==> config.mk <==
export PLATFORM = sky130hd
export DESIGN_NAME = sem_mag
export DESIGN_NICKNAME = d
export VERILOG_FILES = /design/src/rtl/sem_pkg.sv /design/src/rtl/sem_mag.sv
export SDC_FILE = /design/constraint.sdc
export NUM_CORES = 1
export LEC_CHECK = 0
export BUFFER_PORTS_ARGS = -buffer_cell sky130_fd_sc_hd__buf_2
export CORE_MARGIN = 2
export CORE_UTILIZATION = 37
export CTS_CLUSTER_DIAMETER = 100
export DETAILED_ROUTE_END_ITERATION = 8
export PLACE_DENSITY = 0.64
export SLEW_MARGIN = 0
export SYNTH_ARGS = -nofsm -noshare
export SYNTH_HDL_FRONTEND = slang
export SYNTH_SLANG_ARGS = --single-unit
==> constraint.sdc <==
create_clock -name i_clk -period 8.05 [get_ports i_clk]
set_input_delay 0.4025 -clock i_clk [delete_from_list [all_inputs] [get_ports i_clk]]
set_output_delay 0.4025 -clock i_clk [all_outputs]
set_load 0.02 [all_outputs]
==> src/rtl/sem_pkg.sv <==
// ----------------------------------------------------------------------------
// sem_pkg
// Shared types, constants and the square-root step of the Sobel edge core.
// ----------------------------------------------------------------------------
package sem_pkg;

    // Field widths of the streams
    localparam int CH_W           = 8;
    localparam int PIX_W          = 3 * CH_W;
    localparam int LINE_W         = 2 * PIX_W;
    localparam int FRAME_WIDTH_W  = 12;
    localparam int FRAME_HEIGHT_W = 13;
    localparam int ROW_W          = FRAME_HEIGHT_W;
    localparam int OUT_ROW_W      = 12;

    // Configuration port
    localparam int CFG_IDX_W  = 1;
    localparam int CFG_DATA_W = 13;
    localparam logic [CFG_IDX_W-1:0] CFG_FRAME_WIDTH  = 1'b0;
    localparam logic [CFG_IDX_W-1:0] CFG_FRAME_HEIGHT = 1'b1;

    localparam int FRAME_WIDTH_RESET  = 640;
    localparam int FRAME_HEIGHT_RESET = 480;
    localparam int MAX_HEIGHT         = 4096;

    // Item codes
    localparam logic FUNC_FLUSH = 1'b1;

    // Arithmetic widths
    localparam int GRAD_W   = 11;   // signed gradient, |g| <= 1020
    localparam int SQ_W     = 20;   // one squared gradient
    localparam int SQRT_W   = 16;   // radicand below saturation
    localparam int SQRT_TOP = 14;   // position of the first trial bit
    localparam int MAG_LAT  = 4;    // register stages of the magnitude unit

    typedef struct packed {
        logic            func;
        logic [CH_W-1:0] red;
        logic [CH_W-1:0] green;
        logic [CH_W-1:0] blue;
    } t_in_item;

    typedef struct packed {
        logic [CH_W-1:0] red_edge;
        logic [CH_W-1:0] green_edge;
        logic [CH_W-1:0] blue_edge;
        logic            row_end;
        logic            frame_end;
    } t_out_item;

    // Neighbors outside the frame, per side of the window
    typedef struct packed {
        logic left;
        logic right;
        logic top;
        logic bottom;
    } t_mask;

    // Control that travels beside the magnitude pipeline
    typedef struct packed {
        logic valid;
        logic row_end;
        logic frame_end;
    } t_tag;

    // Window, indexed [column old..new][row top..bottom]
    typedef logic [2:0][2:0][PIX_W-1:0] t_window;
    typedef logic [2:0][2:0][CH_W-1:0]  t_chan_win;

    typedef struct packed {
        logic [SQRT_W-1:0] rem;
        logic [SQRT_W-1:0] root;
    } t_sqrt;

    // One digit of the bitwise integer square root
    function automatic t_sqrt sqrt_step(input t_sqrt s, input logic [3:0] pos);
        logic [SQRT_W:0] bitv;
        logic [SQRT_W:0] trial;
        t_sqrt           r;
        bitv  = (SQRT_W+1)'(1) << pos;
        trial = {1'b0, s.root} + bitv;
        r     = s;
        if ({1'b0, s.rem} >= trial) begin
            r.rem  = s.rem - trial[SQRT_W-1:0];
            r.root = (s.root >> 1) + bitv[SQRT_W-1:0];
        end else begin
            r.root = s.root >> 1;
        end
        return r;
    endfunction

endpackage

==> src/rtl/sem_mag.sv <==
// ----------------------------------------------------------------------------
// sem_mag
// Sobel gradients and saturated magnitude of one color channel.
// ----------------------------------------------------------------------------
module sem_mag (
    input  logic                   i_clk,
    input  logic                   i_adv,
    input  sem_pkg::t_chan_win     i_win,
    input  sem_pkg::t_mask         i_mask,
    output logic [sem_pkg::CH_W-1:0] o_edge
);
    import sem_pkg::*;

    t_chan_win                 v;
    logic [CH_W+1:0]           sum_l, sum_r, sum_t, sum_b;
    logic signed [GRAD_W-1:0]  gx, gy;
    logic signed [GRAD_W-1:0]  r_gx, r_gy;
    logic signed [2*GRAD_W-1:0] px, py;
    logic [SQ_W-1:0]           r_sqx, r_sqy;
    logic [SQ_W:0]             sq_sum;
    logic                      r_sat, r_sat2;
    logic [SQRT_W-1:0]         r_v;
    t_sqrt                     st_a, st_b;
    t_sqrt                     r_half;

    // Zero the neighbors outside the frame, then form the gradients
    always_comb begin
        for (int c = 0; c < 3; c++) begin
            for (int r = 0; r < 3; r++) begin
                if ((c == 0 && i_mask.left) || (c == 2 && i_mask.right) ||
                    (r == 0 && i_mask.top)  || (r == 2 && i_mask.bottom)) begin
                    v[c][r] = '0;
                end else begin
                    v[c][r] = i_win[c][r];
                end
            end
        end
        sum_l = (CH_W+2)'(v[0][0]) + {1'b0, v[0][1], 1'b0} + (CH_W+2)'(v[0][2]);
        sum_r = (CH_W+2)'(v[2][0]) + {1'b0, v[2][1], 1'b0} + (CH_W+2)'(v[2][2]);
        sum_t = (CH_W+2)'(v[0][0]) + {1'b0, v[1][0], 1'b0} + (CH_W+2)'(v[2][0]);
        sum_b = (CH_W+2)'(v[0][2]) + {1'b0, v[1][2], 1'b0} + (CH_W+2)'(v[2][2]);
        gx    = $signed({1'b0, sum_l}) - $signed({1'b0, sum_r});
        gy    = $signed({1'b0, sum_t}) - $signed({1'b0, sum_b});
    end

    // Square the gradients
    assign px = r_gx * r_gx;
    assign py = r_gy * r_gy;

    // Sum of squares, saturate at 256 squared
    assign sq_sum = {1'b0, r_sqx} + {1'b0, r_sqy};

    // First half of the root digits
    always_comb begin
        st_a.rem  = r_v;
        st_a.root = '0;
        for (int k = 0; k < 4; k++) begin
            st_a = sqrt_step(st_a, 4'(SQRT_TOP - 2 * k));
        end
    end

    // Second half of the root digits
    always_comb begin
        st_b = r_half;
        for (int k = 4; k < 8; k++) begin
            st_b = sqrt_step(st_b, 4'(SQRT_TOP - 2 * k));
        end
    end

    always_ff @(posedge i_clk) begin
        if (i_adv) begin
            r_gx   <= gx;
            r_gy   <= gy;
            r_sqx  <= px[SQ_W-1:0];
            r_sqy  <= py[SQ_W-1:0];
            r_sat  <= |sq_sum[SQ_W:SQRT_W];
            r_v    <= sq_sum[SQRT_W-1:0];
            r_half <= st_a;
            r_sat2 <= r_sat;
        end
    end

    assign o_edge = r_sat2 ? {CH_W{1'b1}} : st_b.root[CH_W-1:0];

endmodule

* After elaboration in Yosys (flattened, before gate mapping)
Index checks and enable logic that the tools add are counted.
Storage, ports and cells: register bits after elaboration 112, bits of input ports 78, output and inout port bits 8, logic and storage cells 81
Operators by class: $add $sub $neg 32, multiply operators 2, magnitude comparators 8, mux-type cells 24, reduce and logical (&&, ||, !) cells 5
Operator list (number):
- two-way mux 16 bit | 12
- greater-or-equal comparator 16 x 17 -> 1 bit | 6
- subtractor 16 bit | 6
- two-way mux 8 bit | 10
- adder 10 x 8 -> 10 bit | 4
- adder 8 x 9 -> 10 bit | 4
- multiplier 11 x 11 -> 20 bit | 2
- two-way mux 15 bit | 2
- subtractor 10 x 10 -> 11 bit | 2
- adder 20 x 20 -> 21 bit | 1
- adder 16 x 1 -> 17 bit (second input constant) | 1
- adder 16 x 11 -> 17 bit (second input constant) | 1
- adder 16 x 3 -> 17 bit (second input constant) | 1
- adder 16 x 5 -> 17 bit (second input constant) | 1
- adder 16 x 7 -> 17 bit (second input constant) | 1
- adder 16 x 9 -> 17 bit (second input constant) | 1
- adder 15 x 11 -> 16 bit (second input constant) | 1
- adder 15 x 13 -> 16 bit (second input constant) | 1
- adder 15 x 3 -> 16 bit (second input constant) | 1
- adder 15 x 5 -> 16 bit (second input constant) | 1
- adder 15 x 7 -> 16 bit (second input constant) | 1
- adder 15 x 9 -> 16 bit (second input constant) | 1
- greater-or-equal comparator 16 x 15 -> 1 bit (second input constant) | 1
- greater-or-equal comparator 16 bit | 1
- other kinds (5) | 8

* Longest topological paths before layout
word-level depth 13, mapped depth 40

* Worst setup path before layout
OpenSTA, ideal clock, no wires.
path kind register to output, start reg r_half[11] (netlist name), end out o_edge[0] (netlist name), arrival time 6.702 ns, path slack 0.945 ns, cell stages (with the launch flop) 37, path through edfxtp_1 inv_1 ha_1 buf_2 a211o_1 nor3_2 o21ai_2 clkbuf_1 nor2_1 a21oi_1 ha_1 a31oi_1 a31oi_4 nor3_2 nand2_2 inv_2 nor2_1 xnor2_1 ha_1 clkbuf_1 and4_1 a21oi_1 nand2_1 a31oi_1 o2111a_1 nand4b_1 buf_2 nor2_1 a21oi_1 ha_1 a31o_2 a21oi_1 o211ai_1 a221oi_1 o2111ai_1 nor3_1 o211ai_1
On the way: word-level cells in the longest chain between the ends 13, elaborated cells between the ends (all ways) 23, those cells by class add/sub (11); order compare (4); mux (8)
Ends and longest elaborated chain:
- from (decl) | RTL line sem_mag.sv:24 | t_sqrt r_half;
- from (signal assigned) | RTL line sem_mag.sv:78 | r_half <= st_a;
- adder 16 x 7 -> 17 bit | RTL line sem_pkg.sv:81 | trial = {1'b0, s.root} + bitv;
- greater-or-equal comparator 16 x 17 -> 1 bit | RTL line sem_pkg.sv:83 | if ({1'b0, s.rem} >= trial) begin
- two-way mux 16 bit | RTL line sem_pkg.sv:83
- adder 16 x 5 -> 17 bit | RTL line sem_pkg.sv:81
- greater-or-equal comparator 16 x 17 -> 1 bit | RTL line sem_pkg.sv:83
- two-way mux 16 bit | RTL line sem_pkg.sv:83
- adder 16 x 3 -> 17 bit | RTL line sem_pkg.sv:81
- greater-or-equal comparator 16 x 17 -> 1 bit | RTL line sem_pkg.sv:83
- two-way mux 16 bit | RTL line sem_pkg.sv:83
- adder 16 x 1 -> 17 bit | RTL line sem_pkg.sv:81
- greater-or-equal comparator 16 x 17 -> 1 bit | RTL line sem_pkg.sv:83
- two-way mux 8 bit (*) | RTL line sem_pkg.sv:83
- two-way mux 8 bit (*) | RTL line sem_mag.sv:83 | assign o_edge = r_sat2 ? {CH_W{1'b1}} : st_b.root[CH_W-1:0];
- to (decl) | RTL line sem_mag.sv:10 | output logic [sem_pkg::CH_W-1:0] o_edge
Mark *: on every way between the ends. The rest lies on a longest branch, timed or not.

* Worst setup path after layout
start reg r_half[20] (netlist name), end out o_edge[0] (netlist name)
On the way: word-level cells in the longest chain between the ends 12, elaborated cells between the ends (all ways) 21, those cells by class add/sub (9); order compare (4); mux (8)
Ends and longest elaborated chain (RTL line):
- greater-or-equal comparator 16 x 17 -> 1 bit | sem_pkg.sv:83
- two-way mux 16 bit | sem_pkg.sv:83
- adder 16 x 5 -> 17 bit | sem_pkg.sv:81
- greater-or-equal comparator 16 x 17 -> 1 bit | sem_pkg.sv:83
- two-way mux 16 bit | sem_pkg.sv:83
- adder 16 x 3 -> 17 bit | sem_pkg.sv:81
- greater-or-equal comparator 16 x 17 -> 1 bit | sem_pkg.sv:83
- two-way mux 16 bit | sem_pkg.sv:83
- adder 16 x 1 -> 17 bit | sem_pkg.sv:81
- greater-or-equal comparator 16 x 17 -> 1 bit | sem_pkg.sv:83
- two-way mux 8 bit (*) | sem_pkg.sv:83
- two-way mux 8 bit (*) | sem_mag.sv:83
Marked as above.

==> run_results.csv <==
group,metric,value,unit
timing,hold_viol,0,
cells_and_area,fillerInstances,4261,
timing,setup_ws,0.540,ns
floorplan,die_w,212,um
yosys,synth-seq-cells,98,
grt,grt_pass1_wl,57200,um
clock_tree,worst_skew_pair.late_latency,0.35,ns
yosys,async_reset_ff_frac,0,
setup_path,crit-reg2reg-launch,"r_gx[3]",
detailed_routing,viasPerCell,4.86,
grt,track_usage,0.159,
grt,grt_max_degree,67,
yosys,synth_cell_types,74,
yosys,synth_warnings,0,
cells_and_area,layout-drive-gt1-share,0.103,
clock_tree,cts_hold_buf,0,
floorplan,rows,76,
floorplan,start_util,0.374,
clock_tree,cts.sink_count,98,
cells_and_area,final_nets,2180,
setup_path,slowest_stage,"edfxtp_1",
setup_path,cp_max_fo,13,
detailed_routing,drt-total-wl,33400,um
yosys,ys_top_cells_by_count,"inv_1 (299), fa_1 (253), ha_1 (167)",
detailed_routing,antenna_left,0,
worst_hold_path,hold_path_class,"reg -> reg",
yosys,synth_top_area_frac,0.315,
timing,fin_crit,7.51,ns
yosys,synth_area_leader_cell,"fa_1",
floorplan,coreArea,43000,um2
yosys,synthesis.instances,1597,
cells_and_area,finalInstanceArea,17700,um2
setup_path,worst-setup-path-type,"reg -> out",
timing,fmax,0.133,GHz
timing,worstMarginPinSlew,0.833,ns
cells_and_area,diodes,0,
detailed_routing,firstDrtPassIters,7,
status,status,"completed",
timing,relSlewSlack,0.445,
placement,place_ws,0.537,ns
clock_tree,numCtsBuffers,9,
floorplan,die-area,45100,um2
yosys,syn-num-nets,2095,
yosys,synth_area_leaders,"fa_1 (32%), edfxtp_1 (18%), ha_1 (13%), inv_1 (7.0%), xnor2_1 (4.3%)",
yosys,yosysMostFrequentCell,"inv_1",
grt,grt_overflow,0,
setup_path,cp.arrival,7.11,ns
timing,maxSlewViolCount,0,
clock_tree,path_clk_slew,0.07,ns
yosys,synth.cell_area,16100,um2
setup_path,end_kind,"output pin",
worst_hold_path,min_from,"r_sat",
detailed_routing,vias,11043,
detailed_routing,drc_errors,0,
floorplan,io_pins,86,
yosys,synth_ff_type,"edfxtp_1",
timing,skew,0.00473,ns
cells_and_area,area_growth,9.95,%
clock_tree,clock_path_buffers,2,
timing,finalCritPeriodShare,0.933,
setup_path,startpoint_type,"flop",
setup_path,cp-startpoint,"r_half[20]",
cells_and_area,layoutNonFillerInstCount,2272,
flow_run,cap_violations,0,
grt,grt_pass1_vias,11971,
detailed_routing,wire_per_inst,14.7,um
grt,grt_antenna_before_repair,0,
yosys,ys_seq_area_frac,0.183,
setup_path,cp.required,7.65,ns
placement,placedCellCount,2253,
clock_tree,cts_tree,"yes",
yosys,synth_enable_flop_cells,98,
clock_tree,cts-root-buf,"clkbuf_16",
setup_path,slowest_delay,0.52,ns
timing,setup_viol,0,
placement,dpl-instance-area,17200,um2
placement,gp_congestion,0.923,
floorplan,die_h,212,um
placement,io_buffers,77,
clock_tree,htreeDepth,3,
detailed_routing,drt-initial-drc-count,446,
placement,dpl.hpwl,28400,um
yosys,syn_area_per_cell,10.1,um2
## state kept, by name (all words and copies together), names as in the netlist
register,cells
r_sat,1
r_sqy,19
r_v,16
r_gy,11
r_gx,11
r_sat2,1
r_half,20
r_sqx,19
## critical path: cells and delay by family, from the launching register on
kind	cells	cell delay [ns]
AOI/OAI and AO/OA	14	2.70
adders and majority gates	4	1.11
buffers and inverters	5	0.87
DFF	1	0.52
muxes	1	0.30
and+or+nand+nor	9	1.24
## cells in the final DEF, fill, tap and decap left out, types with 4 or more instances in the layout
cell       instances
a21boi_0           9
a21o_1            17
a21oi_1           61
a21oi_2            4
a31o_2             5
a31oi_1            8
and2_1            92
and3_1             6
buf_2             76
buf_4             31
clkbuf_16          9
edfxtp_1          98
fa_1             253
ha_1             163
inv_1            299
mux2i_1            7
nand2_1          103
nand2b_1          33
nand3_1           17
nand4_1            5
nor2_1            66
nor2b_1           33
nor3_1            17
nor4_1             6
o2111ai_1          7
o21ai_0           33
o21bai_1          14
o31ai_1            5
or2_2              9
or3_1              8
xnor2_1           78
xor2_1            27
## routing by layer
layer  part of all wire  up-vias  routed length [um]  GRT usage
met1               0.42     5510               14200      0.192
met4              0.021        0                 690     0.0383
met3              0.023       40                 775     0.0148
met2               0.53      162               17800      0.301
li1                   -     5331                   -          -
met5                  0        -                   0          0
## metrics by stage
stage / hold slack, ns / TNS [ns] / util
detailed placement: 0.470 / 0 / 0.401
global placement: 0.442 / 0 / 0.401
global route: 0.486 / -0.00237 / 0.411
floorplan: 0.400 / 0 / -
CTS: 0.482 / 0 / 0.408
finish: 0.464 / 0 / 0.411
## kinds of logic (layout without fill, tap and decap cells)
| kind of cell | after synthesis | count (layout) | share of synthesized area |
|---|---|---|---|
| xor+xnor | 106 | 106 | 0.0583 |
| simple gates | 420 | 420 | 0.139 |
| buf+inv | 335 | 424 | 0.0795 |
| mux | 10 | 10 | 0.00670 |
| flops | 98 | 98 | 0.183 |
| fa+ha+maj | 420 | 420 | 0.446 |
| compound gates | 208 | 209 | 0.0873 |
## path summary, 6_finish.rpt
| kind | slack [ns] | endpoint | depth (start not counted) |
|---|---|---|---|
| setup / recovery | 0.54 | o_edge[0] | 33 |
| hold / removal | 0.46 | r_sat2 | 0 |
| setup reg to reg | 1.95 | r_sqx[19] | 22 |
| hold reg to reg | 0.46 | r_sat2 | 0 |
## cell type report
| cell class | instances | area [um2] | area share |
|---|---|---|---|
| multi-input combinational | 1165 | 11900 | 0.675 |
| sequential | 98 | 2940 | 0.167 |
| inverter | 301 | 1130 | 0.0640 |
| tap | 585 | 732 | 0.0415 |
| timing repair buffer | 107 | 613 | 0.0347 |
| clock buffer | 9 | 225 | 0.0128 |
| clock inverter | 7 | 87.6 | 0.00496 |
## repair_timing
item | 4_1_cts | 5_1_grt
setup buffers | 0 | 2
endpoints found under the setup margin | 0 | 1
gates resized for setup | 0 | 18
Power is left out: the tool's default activity adds up to more than one toggle a clock period on the data nets, which glitch-free logic cannot reach.
