--- config.mk ---
export PLATFORM = sky130hd
export DESIGN_NAME = sem_skid
export DESIGN_NICKNAME = d
export VERILOG_FILES = /design/src/rtl/sem_pkg.sv /design/src/rtl/sem_skid.sv
export SDC_FILE = /design/constraint.sdc
export NUM_CORES = 1
export LEC_CHECK = 0
export BUFFER_PORTS_ARGS = -buffer_cell sky130_fd_sc_hd__buf_2
export CORE_UTILIZATION = 45
export DETAILED_ROUTE_END_ITERATION = 10
export GPL_TIMING_DRIVEN = 1
export MAX_ROUTING_LAYER = met4
export PLACE_DENSITY = 0.71
export SETUP_SLACK_MARGIN = 0.02
export SLEW_MARGIN = 40
export SYNTH_ARGS = -nofsm -noshare
export SYNTH_HDL_FRONTEND = slang
export SYNTH_SLANG_ARGS = --single-unit
--- constraint.sdc ---
create_clock -name i_clk -period 3.7 [get_ports i_clk]
set_input_delay 0.185 -clock i_clk [delete_from_list [all_inputs] [get_ports i_clk]]
set_output_delay 0.185 -clock i_clk [all_outputs]
set_load 0.01 [all_outputs]
--- src/rtl/sem_pkg.sv ---
// ----------------------------------------------------------------------------
// sem_pkg
// Shared types, constants and the square-root step of the Sobel edge core.
// ----------------------------------------------------------------------------
package sem_pkg;

    // Field widths of the streams
    localparam int CH_W           = 8;
    localparam int PIX_W          = 3 * CH_W;
    localparam int LINE_W         = 2 * PIX_W;
    localparam int FRAME_WIDTH_W  = 12;
    localparam int FRAME_HEIGHT_W = 13;
    localparam int ROW_W          = FRAME_HEIGHT_W;
    localparam int OUT_ROW_W      = 12;

    // Configuration port
    localparam int CFG_IDX_W  = 1;
    localparam int CFG_DATA_W = 13;
    localparam logic [CFG_IDX_W-1:0] CFG_FRAME_WIDTH  = 1'b0;
    localparam logic [CFG_IDX_W-1:0] CFG_FRAME_HEIGHT = 1'b1;

    localparam int FRAME_WIDTH_RESET  = 640;
    localparam int FRAME_HEIGHT_RESET = 480;
    localparam int MAX_HEIGHT         = 4096;

    // Item codes
    localparam logic FUNC_FLUSH = 1'b1;

    // Arithmetic widths
    localparam int GRAD_W   = 11;   // signed gradient, |g| <= 1020
    localparam int SQ_W     = 20;   // one squared gradient
    localparam int SQRT_W   = 16;   // radicand below saturation
    localparam int SQRT_TOP = 14;   // position of the first trial bit
    localparam int MAG_LAT  = 4;    // register stages of the magnitude unit

    typedef struct packed {
        logic            func;
        logic [CH_W-1:0] red;
        logic [CH_W-1:0] green;
        logic [CH_W-1:0] blue;
    } t_in_item;

    typedef struct packed {
        logic [CH_W-1:0] red_edge;
        logic [CH_W-1:0] green_edge;
        logic [CH_W-1:0] blue_edge;
        logic            row_end;
        logic            frame_end;
    } t_out_item;

    // Neighbors outside the frame, per side of the window
    typedef struct packed {
        logic left;
        logic right;
        logic top;
        logic bottom;
    } t_mask;

    // Control that travels beside the magnitude pipeline
    typedef struct packed {
        logic valid;
        logic row_end;
        logic frame_end;
    } t_tag;

    // Window, indexed [column old..new][row top..bottom]
    typedef logic [2:0][2:0][PIX_W-1:0] t_window;
    typedef logic [2:0][2:0][CH_W-1:0]  t_chan_win;

    typedef struct packed {
        logic [SQRT_W-1:0] rem;
        logic [SQRT_W-1:0] root;
    } t_sqrt;

    // One digit of the bitwise integer square root
    function automatic t_sqrt sqrt_step(input t_sqrt s, input logic [3:0] pos);
        logic [SQRT_W:0] bitv;
        logic [SQRT_W:0] trial;
        t_sqrt           r;
        bitv  = (SQRT_W+1)'(1) << pos;
        trial = {1'b0, s.root} + bitv;
        r     = s;
        if ({1'b0, s.rem} >= trial) begin
            r.rem  = s.rem - trial[SQRT_W-1:0];
            r.root = (s.root >> 1) + bitv[SQRT_W-1:0];
        end else begin
            r.root = s.root >> 1;
        end
        return r;
    endfunction

endpackage

--- src/rtl/sem_skid.sv ---
// ----------------------------------------------------------------------------
// sem_skid
// Output register with one skid entry; decouples the pipeline from stall.
// ----------------------------------------------------------------------------
module sem_skid (
    input  logic               i_clk,
    input  logic               i_rst_n,
    input  logic               i_push,
    input  sem_pkg::t_out_item i_data,
    output logic               o_full,
    output logic               o_out_valid,
    input  logic               i_out_stall,
    output sem_pkg::t_out_item o_out_data
);
    import sem_pkg::*;

    logic      r_out_valid,  n_out_valid;
    logic      r_skid_valid, n_skid_valid;
    t_out_item r_out_data;
    t_out_item r_skid_data;
    logic      load;

    // Refill the output register when empty or on a transfer
    always_comb begin
        load         = !r_out_valid || !i_out_stall;
        n_out_valid  = r_out_valid;
        n_skid_valid = r_skid_valid;
        if (load) begin
            if (r_skid_valid) begin
                n_out_valid  = 1'b1;
                n_skid_valid = 1'b0;
            end else begin
                n_out_valid = i_push;
            end
        end else if (i_push) begin
            n_skid_valid = 1'b1;
        end
    end

    always_ff @(posedge i_clk) begin
        if (!i_rst_n) begin
            r_out_valid  <= 1'b0;
            r_skid_valid <= 1'b0;
        end else begin
            r_out_valid  <= n_out_valid;
            r_skid_valid <= n_skid_valid;
        end
    end

    always_ff @(posedge i_clk) begin
        if (load) begin
            r_out_data <= r_skid_valid ? r_skid_data : i_data;
        end else if (i_push) begin
            r_skid_data <= i_data;
        end
    end

    assign o_full      = r_skid_valid;
    assign o_out_valid = r_out_valid;
    assign o_out_data  = r_out_data;

endmodule

* Yosys cells after proc, flatten, opt, wreduce, memory -nomap -nowiden
Index checks and enable logic that the tools add are counted. Widths: inputs -> output; s select.
Operators by class: add/subtract/negate cells 0, multiply operators 0, div/mod/pow operators 0, order comparisons 0, equal/unequal tests 0, shifts and indexed selects 0, multiplexer cells 2, bitwise logic cells 2, reductions and logical operators 5
Operators by type and width (number):
- $mux 26 | 1
- $logic_not 1->1 | 2
- $not 1->1 | 2
- $reduce_and 2->1 | 1
- $reduce_or 2->1 | 1
- $logic_or 1x1->1 | 1
- $mux 1 | 1
Storage, ports and cells: bits in registers 54, latch bits 0, bits in writable memories 0, memory bits (read-only) 0, word-level logic and storage cells 21, memories kept 0

* Logic depth before layout (Yosys ltp)
Gate-level depths: netlist (run 1).
word-level depth 4, mapped depth 4, gate-level depth less buffers 2

* Worst setup path after synthesis (run 1)
Ideal clock, no wire load.
path type reg2reg, start point reg r_out_valid, in the netlist o_out_valid, end point reg r_skid_data[0] (netlist name) (enable), library setup time 0.385 ns, data arrival time 1.096 ns, data required time 3.315 ns, slack 2.219 ns, stages on the path, launching flop included 2, path buffers 0, period minus slack after synthesis 1.481 ns, path through dfxtp_1 -> and3_1
Between the ends: longest elaborated chain between the ends 4
Ends and longest elaborated chain:
- from (decl) | RTL line sem_skid.sv:17 | logic r_out_valid, n_out_valid;
- from (signal assigned) | RTL line sem_skid.sv:45 | r_out_valid <= n_out_valid;
- $logic_not 1->1 | RTL line sem_skid.sv:25 | load = !r_out_valid || !i_out_stall;
- $logic_or 1x1->1 | RTL line sem_skid.sv:25
- $not 1->1 (no source line)
- $reduce_and 2->1 (no source line)
- to (signal assigned) | RTL line sem_skid.sv:54 | r_skid_data <= i_data;
- to (decl) | RTL line sem_skid.sv:20 | t_out_item r_skid_data;
No other way between the ends. A chain may end at the register's enable or synchronous reset.

* Worst setup path in the final report (run 1)
start point reg r_skid_valid, in the netlist o_full, end point out o_full
RTL lines:
- from (decl) | RTL line sem_skid.sv:18 | logic r_skid_valid, n_skid_valid;
- from (signal assigned) | RTL line sem_skid.sv:46 | r_skid_valid <= n_skid_valid;
- to (decl) | RTL line sem_skid.sv:10 | output logic o_full,
No word-level cell between the ends.

==> results.md, run 1 <==
* Outcome: finished clean
* Most frequent cells in the layout: buf_2, edfxtp_1, mux2_4
* Mapped Avg Cell Area at 23.3 sq um
* First-pass GRT wire length at 4.80 mm
* H-tree depth at 2
* Min Hold Slack at 79.3 ps
* Initial DRC count at 46
* Die H at 69.5 microns
* MaxCap Viol Count at 0
* GRT Max-Usage Layer: met2
* First drt pass iteration count at 4
* GR Util All Layers at 0.134
* Setup Total Neg Slack at 0 ps
* Syn Nets at 118
* Final Hold Viols at 0
* RSZ-0062 raised after global routing: false
* Final Net Count at 179
* Post-CTS Setup Bufs at 0
* Slew Viols, Final at 0
* Period utilization at 0.364
* Clk_lat worst skew at 290 ps
* Bufs and invs on worst path at 1
* Std-Cell Rows at 24
* Synth top area share at 0.761
* Final wirelength at 3.02 mm
* Skew final at 7.98 ps
* Fmax at 0.743 GHz
* Met2 Use GR at 0.192
* Number of synthesized register bits at 54
* GRT met1 Usage at 0.181
* Top cells by area, synth: edfxtp_1, mux2_4, mux2_2
* CTS root buffer: clkbuf_8
* Period minus WS final at 1350 ps
* DR WL/cell at 15.0 microns
* P per Cell Area at 457 nW/um^2
* Most common cell after layout, fill and taps aside: buf_2
* Largest net degree at the start of global routing at 29
* Detailed-route via count at 975
* CP Data Arrival Time at 1160 ps
* CP max-delay cell: dfxtp_4
* Cell accounting for the most synthesized area: edfxtp_1
* Sequential area share after synthesis at 0.780
* Core ar. at 4380 sq um
* CTS buffer count at 5
* Io pins at 58
* Layout cells sized above 1 at 0.631
* Syn Std Cell Area at 2050 sq um
* Crit path max-delay family: flip-flops
* Final Core Density at 0.558
* Placed cell count at 194
* Die area at 4840 sq um
* Average vias per placed instance at 4.85
* # resized after CTS at 0
* LEAKAGE at 0.964 nW
* Worst ir drop on vdd at 0.256 mV
* Area growth from synthesis to layout at 19.1%
* Crit. End Element: output port
* Startpoint types: flip-flop
* CTS Hold Bufs at 0
* Routability cong. at 0.633
* Crit-path max FO at 28
* Layout Cells excl Fill at 201
* CP peak stage delay at 650 ps
* Synth warn at 0
* Max_slew headroom at 0.536
* Antenna-violating nets left at 0
* Initial core utilization at 0.468
* CTS tree: built
* Final setup vio count at 0
* Class of the worst hold path: input pin to flip-flop
* Hpwl dp at 2.05 mm
* Clock transition at the registers of the reported paths at 90 ps
* Vias in the first global route at 970
* Global Route met3 Usage at 0.0465
* Post-Synthesis Cells at 88
* Die Wd at 69.5 microns
* Number of antenna diodes at 0
* Required time worst endpoint at 3510 ps
* Critical path type: flip-flop to output port
* # port buffers at 57
* Worst slew pin tran at 694 ps
* Synth cell types at 11
* Clock buffer depth at 2
* Worst path cell trace: buf_2
* Initial antenna violation count at 0
* Clk sinks at 54
* # DRC at 0
* Grt total ovfl at 0
==> cell families (layout without fill, tap and decap cells) <==
group	after synthesis	after routing	share of synthesized area
multiplexers	26	26	0.177
flip-flops	54	54	0.780
buffers and inverters	3	64	0.0250
AO/OA/AOI/OAI	1	1	0.00366
AND/OR/NAND/NOR	4	4	0.0140
==> layer usage <==
layer	share of wire	up-vias	routed length, microns
met5	0	-	0
met2	0.46	45	1390
met1	0.46	462	1390
li1	-	466	-
met4	0.0013	0	4
met3	0.078	2	237
==> synthesized netlist by cell type (all sizes together) <==
library cell / instances
buf: 3
edfxtp: 52
dfxtp: 2
nand2: 1
mux2: 26
nor3b: 1
and3: 1
a21boi: 1
nor2: 1
==> sequential cells by signal, summed over array words and instances (netlist names) <==
register,flops
o_full,1
o_out_valid,1
r_skid_data,26
o_out_data,26
==> per-stage QoR <==
step	power (mW)	setup slack [ps]	cell area, sq um
after floorplan	0.775	2220	2050
after global placement	0.816	2090	2350
after detailed placement	0.820	2130	2360
after CTS	1.13	2050	2440
after global routing	1.16	2280	2450
final	1.12	2350	2450
==> report_power, final <==
group	switching, mW	internal [mW]
Combinational	0.0423	0.0479
Sequential	0.0102	0.703
Clock	0.165	0.149
Total	0.217	0.900
==> cell type report <==
type | instances | area, sq um
fill | 354 | 1940
sequential | 54 | 1610
multi-input combinational | 31 | 404
timing repair buffer | 57 | 285
clock buffer | 7 | 86.3
tap | 52 | 65.1
==> worst paths after layout <==
path                                             endpoint  cells past startpoint                 startpoint  slack, ps
worst min-delay path            r_skid_data[18]$_DFFE_PP_                      1                 i_data[18]         80
worst max register to register  r_skid_data[24]$_DFFE_PP_                      1   o_out_valid$_SDFFE_PN0P_       2360
worst min register to register   o_out_data[24]$_DFFE_PP_                      1  r_skid_data[24]$_DFFE_PP_        550
worst max-delay path                               o_full                      1        o_full$_SDFFE_PP0P_       2350
(Power assumes the default switching activity.)
==> inputs of run 2 (changes only) <==
--- a/config.mk
+++ b/config.mk
@@ -10,7 +10,7 @@
 export DETAILED_ROUTE_END_ITERATION = 10
 export GPL_TIMING_DRIVEN = 1
 export MAX_ROUTING_LAYER = met4
-export PLACE_DENSITY = 0.71
+export PLACE_DENSITY = 0.73
 export SETUP_SLACK_MARGIN = 0.02
 export SLEW_MARGIN = 40
 export SYNTH_ARGS = -nofsm -noshare
==> constraint.sdc (replaced) <==
create_clock -name i_clk -period 1.1 [get_ports i_clk]
set_input_delay 0.055 -clock i_clk [delete_from_list [all_inputs] [get_ports i_clk]]
set_output_delay 0.055 -clock i_clk [all_outputs]
set_load 0.01 [all_outputs]
==> run 2 against run 1 <==
  * The run now ends with setup timing left
  * Core utilization grew 11 points
  * Global-route usage rose by 3.3 points
  * Routed wire length is 18% higher
  * Register-to-register slack worse by 2400 ps
  * Die area unchanged
  * Sequential power rose to 3.4 times the previous value
  * First-iteration DRC count grew 4.3%
  * Clock-buffer cell count fell by 2
  * Largest power group unchanged
  * Highest routed layer unchanged
==> results.md, run 2 (synthesis gave the netlist of run 1 again) <==
* Period utilization at 1.01
* CP peak stage delay at 400 ps (was 650 ps)
* Net Sw Frac at 0.202 (was 0.195)
* Worst path cell trace: buf_12 -> mux2_4 (was buf_2)
* Final Net Count at 215 (was 179)
* Worst Slack Setup Final at -6.99 ps (was 2350 ps)
* Max_slew headroom at 0.918 (was 0.536)
* Core ar. at 4380 sq um (unchanged)
* # DRC at 0 (unchanged)
* Detailed-route via count at 1,112 (was 975)
* P per Cell Area at 1420 nW/um^2 (was 457 nW/um^2)
* Hpwl dp at 2.38 mm (was 2.05 mm)
* Average vias per placed instance at 4.67 (was 4.85)
* H-tree depth at 2 (unchanged)
* CP Data Arrival Time at 1170 ps (was 1160 ps)
* Clock buffer depth at 2 (unchanged)
* Failing checks: setup timing
* Number of antenna diodes at 0 (unchanged)
* Worst slew pin tran at 122 ps (was 694 ps)
* Switching power of the nets at 0.839 mW (was 0.217 mW)
* Slew Viols, Final at 0 (unchanged)
* GR Util All Layers at 0.167 (was 0.134)
* CP max-delay cell: dfxtp_4 (unchanged)
* CTS buffer count at 5 (unchanged)
* Area growth from synthesis to layout at 42.3% (was 19.1%)
* Final Hold Viols at 0 (unchanged)
* Most common cell after layout, fill and taps aside: buf_2 (unchanged)
* Outcome: complete, but fails checks (was finished clean)
* Routed length on met1 at 1.44 mm (was 1.39 mm)
* FILL cells at 299 (was 354)
* CTS root buffer: clkbuf_8 (unchanged)
* Met2 routed WL at 1.85 mm (was 1.39 mm)
* MaxCap Viol Count at 0 (unchanged)
* Antenna-violating nets left at 0 (unchanged)
* Clk_lat worst skew at 300 ps (was 290 ps)
* Initial DRC count at 48 (was 46)
* Placement Cell Area at 2500 sq um (was 2360 sq um)
* Routed wl met3 at 198 microns (was 237 microns)
* Worst Setup SP: o_full$_SDFFE_PP0P_ (unchanged)
* Crit-path max FO at 13 (was 28)
* Reg power frac at 0.577 (was 0.639)
* Logic gate share of total power at 0.105 (was 0.081)
* Final setup vio count at 10 (was 0)
* Initial core utilization at 0.468 (unchanged)
* Die area at 4840 sq um (unchanged)
* Clk sinks at 54 (unchanged)
* DR WL/cell at 15.0 microns (about the same)
* Io pins at 58 (unchanged)
* Die H at 69.5 microns (unchanged)
* Clock transition at the registers of the reported paths at 100 ps (was 90 ps)
* Required time worst endpoint at 1170 ps (was 3510 ps)
* Crit. End Element: flip-flop (was output port)
* # port buffers at 57 (unchanged)
* Skew final at 5.20 ps (was 7.98 ps)
* Vias in the first global route at 1,193 (was 970)
* First drt pass iteration count at 4 (unchanged)
* Largest net degree at the start of global routing at 18 (was 29)
* P_int at 3.31 mW (was 0.900 mW)
* Fmax at 0.903 GHz
* LEAKAGE at 1.18 nW (was 0.964 nW)
* Finished layout cell area at 2920 sq um (was 2450 sq um)
* R2R Path Start: o_full$_SDFFE_PP0P_ (was o_out_valid$_SDFFE_PN0P_)
* Worst ir drop on vdd at 0.859 mV (was 0.256 mV)
* Initial antenna violation count at 0 (unchanged)
* Routability cong. at 0.665 (was 0.633)
* Period minus WS final at 1110 ps
* Worst slack, placed at -56.6 ps (was 2130 ps)
* Clock power share at 0.317 (was 0.281)
* RSZ-0062 raised after global routing: true (was false)
* Final wirelength at 3.56 mm (was 3.02 mm)
* Final Core Density at 0.666 (was 0.558)
* CTS tree: built (unchanged)
* Class of the worst hold path: input pin to flip-flop (unchanged)
* First-pass GRT wire length at 5.73 mm (was 4.80 mm)
* Grt total ovfl at 0 (unchanged)
* Hold Crit Start: i_push (was i_data[18])
* Min Hold Slack at 56.7 ps (was 79.3 ps)
* Std-Cell Rows at 24 (unchanged)
* Startpoint types: flip-flop (unchanged)
* Layout cells sized above 1 at 0.570 (was 0.631)
* Max Used Layer: met4 (unchanged)
* Die Wd at 69.5 microns (unchanged)
* Most frequent cells in the layout: buf_2, edfxtp_1, dlygate4sd3_1 (was buf_2, edfxtp_1, mux2_4)
* Critical path type: flip-flop to flip-flop (was flip-flop to output port)
run 2: cell count changes in the layout (fill, tap and decap cells not counted), moves of 2 or more:
cell and change:
buf_4 +2, buf_12 +6, mux2_2 -7, mux2_4 +7, clkinvlp_4 +2, dlygate4sd3_1 +27
run 2: power by group through the flow:
| stage | clock, mW | combinational (mW) | sequential, mW |
|---|---|---|---|
| after floorplan | 0 | 0.124 | 2.48 |
| final | 1.32 | 0.437 | 2.39 |
| after detailed placement | 0 | 0.354 | 2.44 |
| after global routing | 1.43 | 0.469 | 2.40 |
| after global placement | 0 | 0.343 | 2.44 |
| after CTS | 1.34 | 0.434 | 2.39 |
run 2: final timing paths:
kind,slack [ps],depth (start not counted),end
min,60,3,o_full$_SDFFE_PP0P_
min reg2reg,560,1,o_out_data[12]$_DFFE_PP_
max reg2reg,-7,2,o_out_data[10]$_DFFE_PP_
max,-7,2,o_out_data[10]$_DFFE_PP_
run 2: worst max-delay path: cells and delay by family (launching register included):
kind	cells	cell delay, ps
muxes	1	310
DFF	1	400
buffers and inverters	1	160
run 2: area by class of cell:
class / count / area (sq um) / area share
flip-flops and latches: 54 / 1610 / 0.550
repair buffers: 93 / 702 / 0.240
multi-input cells: 31 / 434 / 0.149
clock buffers: 5 / 68.8 / 0.0236
well taps: 52 / 65.1 / 0.0223
clock inverters: 3 / 45.0 / 0.0154
run 2: metrics by stage:
step	power (mW)	setup TNS, ps	cells
floorplan	2.61	-1450	88
global placement	2.78	-79.3	202
detailed placement	2.80	-595	202
CTS	4.17	-85.5	237
global route	4.30	-282	238
finish	4.14	-31.7	238
run 2: per-layer routing:
metal / up-vias / global-route usage
li1: 537 / -
met1: 524 / 0.184
met2: 44 / 0.284
met3: 7 / 0.0378
met4: 0 / 0.0884
met5: - / -
run 2: repair_timing:
action | in CTS | in global routing
hold buffers | 27 | 0
endpoints found under the hold margin | 27 | 0
resized for setup | 5 | 4
buffers inserted | 0 | 1
setup endpoints to repair | 27 | 26
==> inputs of run 3 (changes only) <==
--- a/config.mk
+++ b/config.mk
@@ -5,12 +5,13 @@
 export SDC_FILE = /design/constraint.sdc
 export NUM_CORES = 1
 export LEC_CHECK = 0
+export ABC_AREA = 1
 export BUFFER_PORTS_ARGS = -buffer_cell sky130_fd_sc_hd__buf_2
 export CORE_UTILIZATION = 45
 export DETAILED_ROUTE_END_ITERATION = 10
 export GPL_TIMING_DRIVEN = 1
 export MAX_ROUTING_LAYER = met4
-export PLACE_DENSITY = 0.73
+export PLACE_DENSITY = 0.71
 export SETUP_SLACK_MARGIN = 0.02
 export SLEW_MARGIN = 40
 export SYNTH_ARGS = -nofsm -noshare
==> run 3 against run 2 <==
  * The run ends with DRC left
  * Clock-buffer cell count did not move
  * Routed wire length up 1.3%
  * Design area is 0.34% higher
  * Fmax is 6.1% higher
  * Register-to-register slack better by 60 ps
  * Setup slack gained 64 ps
  * Total power down 6.9%
  * Critical path type unchanged
==> results.md, run 3 <==
* Skew final at 9.22 ps (was 5.20 ps)
* Io pins at 58 (unchanged)
* Switching power of the nets at 0.822 mW (was 0.839 mW)
* Worst Setup EP: r_skid_data[0]$_DFFE_PP_ (was o_out_data[10]$_DFFE_PP_)
* Placement Cell Area at 2520 sq um (was 2500 sq um)
* Min Hold Slack at 8.75 ps (was 56.7 ps)
* CTS tree: built (unchanged)
* Synth warn at 0 (unchanged)
* Synth cell types at 10 (was 11)
* Routability cong. at 0.670 (was 0.665)
* DR WL/cell at 12.2 microns (was 15.0 microns)
* Synth top area share at 0.736 (was 0.761)
* Critical path type: flip-flop to flip-flop (unchanged)
* Reg power frac at 0.626 (was 0.577)
* Reg-to-reg setup timing slack at 60 ps (was -7 ps)
* Logic gate share of total power at 0.115 (was 0.105)
* Placed cell count at 255 (was 202)
* P per Cell Area at 1320 nW/um^2 (was 1420 nW/um^2)
* Detailed-route via count at 1,322 (was 1,112)
* Average vias per placed instance at 4.48 (was 4.67)
* Worst Slack Setup Final at 57.1 ps (was -6.99 ps)
* Synth cell count leaders: edfxtp_1, nand2_1, inv_1, o21ai_2, buf_6 (was edfxtp_1, mux2_4, mux2_2, buf_12, dfxtp_1)
* Antenna-violating nets left at 0 (unchanged)
* Failing checks: DRC (was setup timing)
* Initial DRC count at 69 (was 48)
* Max_slew headroom at 0.879 (was 0.918)
* Setup Total Neg Slack at 0 ps (was -31.7 ps)
* Vias in the first global route at 1,251 (was 1,193)
* Largest net degree at the start of global routing at 29 (was 18)
* Finished layout cell area at 2930 sq um (was 2920 sq um)
* Cell accounting for the most synthesized area: edfxtp_1 (unchanged)
* H-tree depth at 2 (unchanged)
* Final wirelength at 3.61 mm (was 3.56 mm)
* Die H at 70.7 microns (was 69.5 microns)
* Final Total Pwr at 3.86 mW (was 4.14 mW)
* Final Net Count at 272 (was 215)
* Post-Synthesis Cells at 146 (was 88)
* Core ar. at 4440 sq um (was 4380 sq um)
* Layout cells sized above 1 at 0.416 (was 0.570)
* Clock buffer depth at 2 (unchanged)
* GR Util All Layers at 0.150 (was 0.167)
* RSZ-0062 raised after global routing: true (unchanged)
* First-pass GRT wire length at 5.52 mm (was 5.73 mm)
* Most frequent cells in the layout: buf_2, edfxtp_1, inv_1, nand2_1, dlygate4sd3_1 (was buf_2, edfxtp_1, dlygate4sd3_1)
* Initial core utilization at 0.477 (was 0.468)
* # DRC at 10 (was 0)
* Reg2Reg Depth at 3 (was 2)
* Most common cell after layout, fill and taps aside: buf_2 (unchanged)
* Sequential Area at 1610 sq um (about the same)
* Number of synthesized register bits at 54 (unchanged)
* Required time worst endpoint at 1110 ps (was 1170 ps)
* R2r endpoint: r_skid_data[0]$_DFFE_PP_ (was o_out_data[10]$_DFFE_PP_)
* Outcome: complete, but fails checks (unchanged)
* Sequential area share after synthesis at 0.755 (was 0.780)
* Clock power share at 0.259 (was 0.317)
* Worst Setup SP: o_out_valid$_SDFFE_PN0P_ (was o_full$_SDFFE_PP0P_)
* Area growth from synthesis to layout at 38.2% (was 42.3%)
* Worst ir drop on vdd at 0.974 mV (was 0.859 mV)
* Std-Cell Rows at 24 (unchanged)
* Final setup vio count at 0 (was 10)
* Period minus WS final at 1040 ps (was 1110 ps)
* Fmax at 0.959 GHz (was 0.903 GHz)
* Number of antenna diodes at 0 (unchanged)
* LEAKAGE at 1.22 nW (was 1.18 nW)
* Multi-input logic area at 370 sq um (was 434 sq um)
* CP Data Arrival Time at 1050 ps (was 1170 ps)
* Die Wd at 70.7 microns (was 69.5 microns)
* Worst slack, placed at 34.5 ps (was -56.6 ps)
* Die area at 4990 sq um (was 4840 sq um)
* Startpoint types: flip-flop (unchanged)
* Ys async rst share at 0 (unchanged)
* Routed length on met1 at 1.67 mm (was 1.44 mm)
* Initial antenna violation count at 0 (unchanged)
* Clk_lat worst skew at 290 ps (was 300 ps)
* Period utilization at 0.948 (was 1.01)
* Routed wl met3 at 171 microns (was 198 microns)
* CTS buffer count at 5 (unchanged)
* Crit. End Element: flip-flop (unchanged)
* Worst slew pin tran at 181 ps (was 122 ps)
* Grt total ovfl at 0 (unchanged)
* Top cells by area, synth: edfxtp_1, o21ai_2, nand2_1 (was edfxtp_1, mux2_4, mux2_2)
* Final Core Density at 0.660 (was 0.666)
* Layout Cells excl Fill at 295 (was 238)
* Post-synth EDFFs at 52 (unchanged)
* Class of the worst hold path: input pin to flip-flop (unchanged)
* R2R Path Start: o_out_valid$_SDFFE_PN0P_ (was o_full$_SDFFE_PP0P_)
* First drt pass iteration count at 7 (was 4)
* FILL cells at 323 (was 299)
* MaxCap Viol Count at 0 (unchanged)
* # port buffers at 57 (unchanged)
* Clk sinks at 54 (unchanged)
* Hpwl dp at 2.28 mm (was 2.38 mm)
* Ys flop type: edfxtp_1 (unchanged)
* Clock transition at the registers of the reported paths at 80 ps (was 100 ps)
* Crit-path max FO at 14 (was 13)
* Count leader, synth: edfxtp_1 (unchanged)
* Net Sw Frac at 0.213 (was 0.202)
* Mapped Avg Cell Area at 14.5 sq um (was 23.3 sq um)
* Slew Viols, Final at 0 (unchanged)
* P_int at 3.04 mW (was 3.31 mW)
* Syn Std Cell Area at 2120 sq um (was 2050 sq um)
* Max Used Layer: met4 (unchanged)
* Syn Nets at 176 (was 118)
* Final Hold Viols at 0 (unchanged)
* CTS root buffer: clkbuf_8 (unchanged)
* Met2 routed WL at 1.75 mm (was 1.85 mm)
==> run 3: changes by cell type in the layout (fill, tap and decap cells not counted), moves of 2 or more <==
cell,delta
buf_12,-2
buf_4,+4
clkinv_1,+3
clkinvlp_4,-2
inv_1,+27
mux2_4,-26
nand2_1,+27
nor2_1,+2
o21ai_0,+3
o21ai_2,+24
==> run 3: critical path, cell delays in order (launching register included) <==
cell and delay [ps]:
dfxtp_4 390, nand2_8 60, nor2_4 150, buf_12 170
==> run 3: cell type report <==
| cell class | count | area share |
|---|---|---|
| Sequential cell | 54 | 0.549 |
| Timing Repair Buffer | 95 | 0.241 |
| Multi-Input combinational cell | 59 | 0.126 |
| Inverter | 27 | 0.0346 |
| Clock buffer | 5 | 0.0235 |
| Tap cell | 52 | 0.0222 |
| Clock inverter | 3 | 0.00384 |
==> run 3: worst min path at each step <==
| stage | depth (start not counted) | end | slack, ps | from |
|---|---|---|---|---|
| 6_report | 3 | o_out_valid$_SDFFE_PN0P_ | 9 | i_push |
| 5_1_grt | 3 | o_out_valid$_SDFFE_PN0P_ | 30 | i_push |
| 4_1_cts | 3 | o_out_valid$_SDFFE_PN0P_ | 2 | i_push |
| 3_5_place_dp | 1 | r_skid_data[5]$_DFFE_PP_ | 250 | i_data[5] |
| 3_3_place_gp | 1 | r_skid_data[8]$_DFFE_PP_ | 250 | i_data[8] |
| 2_1_floorplan | 0 | r_skid_data[0]$_DFFE_PP_ | 150 | i_data[0] |
==> run 3: routing by layer <==
layer  global-route usage  vias to the layer above
li1                     -                      684
met1                0.183                      587
met3               0.0342                        2
met5                    -                        -
met2                0.254                       49
met4               0.0400                        0
==> run 3: logic make-up after synthesis <==
family,count (synthesis),share of synthesized area
flops,54,0.755
buf+inv,33,0.0814
simple gates,32,0.0572
compound gates,27,0.106
==> run 3: repair_timing <==
action                     CTS  global route
hold buffers                27             0
resized for setup            0             1
hold endpoints to repair    27             0
setup endpoints to repair    0            21
buffers inserted             0             4
==> run 3: power by group through the flow <==
stage	Sequential [mW]	Clock, mW	Combinational (mW)
after floorplan	2.51	0	0.132
after global placement	2.46	0	0.355
after detailed placement	2.46	0	0.364
after CTS	2.42	1.03	0.436
after global routing	2.43	1.11	0.486
final	2.42	0.997	0.444
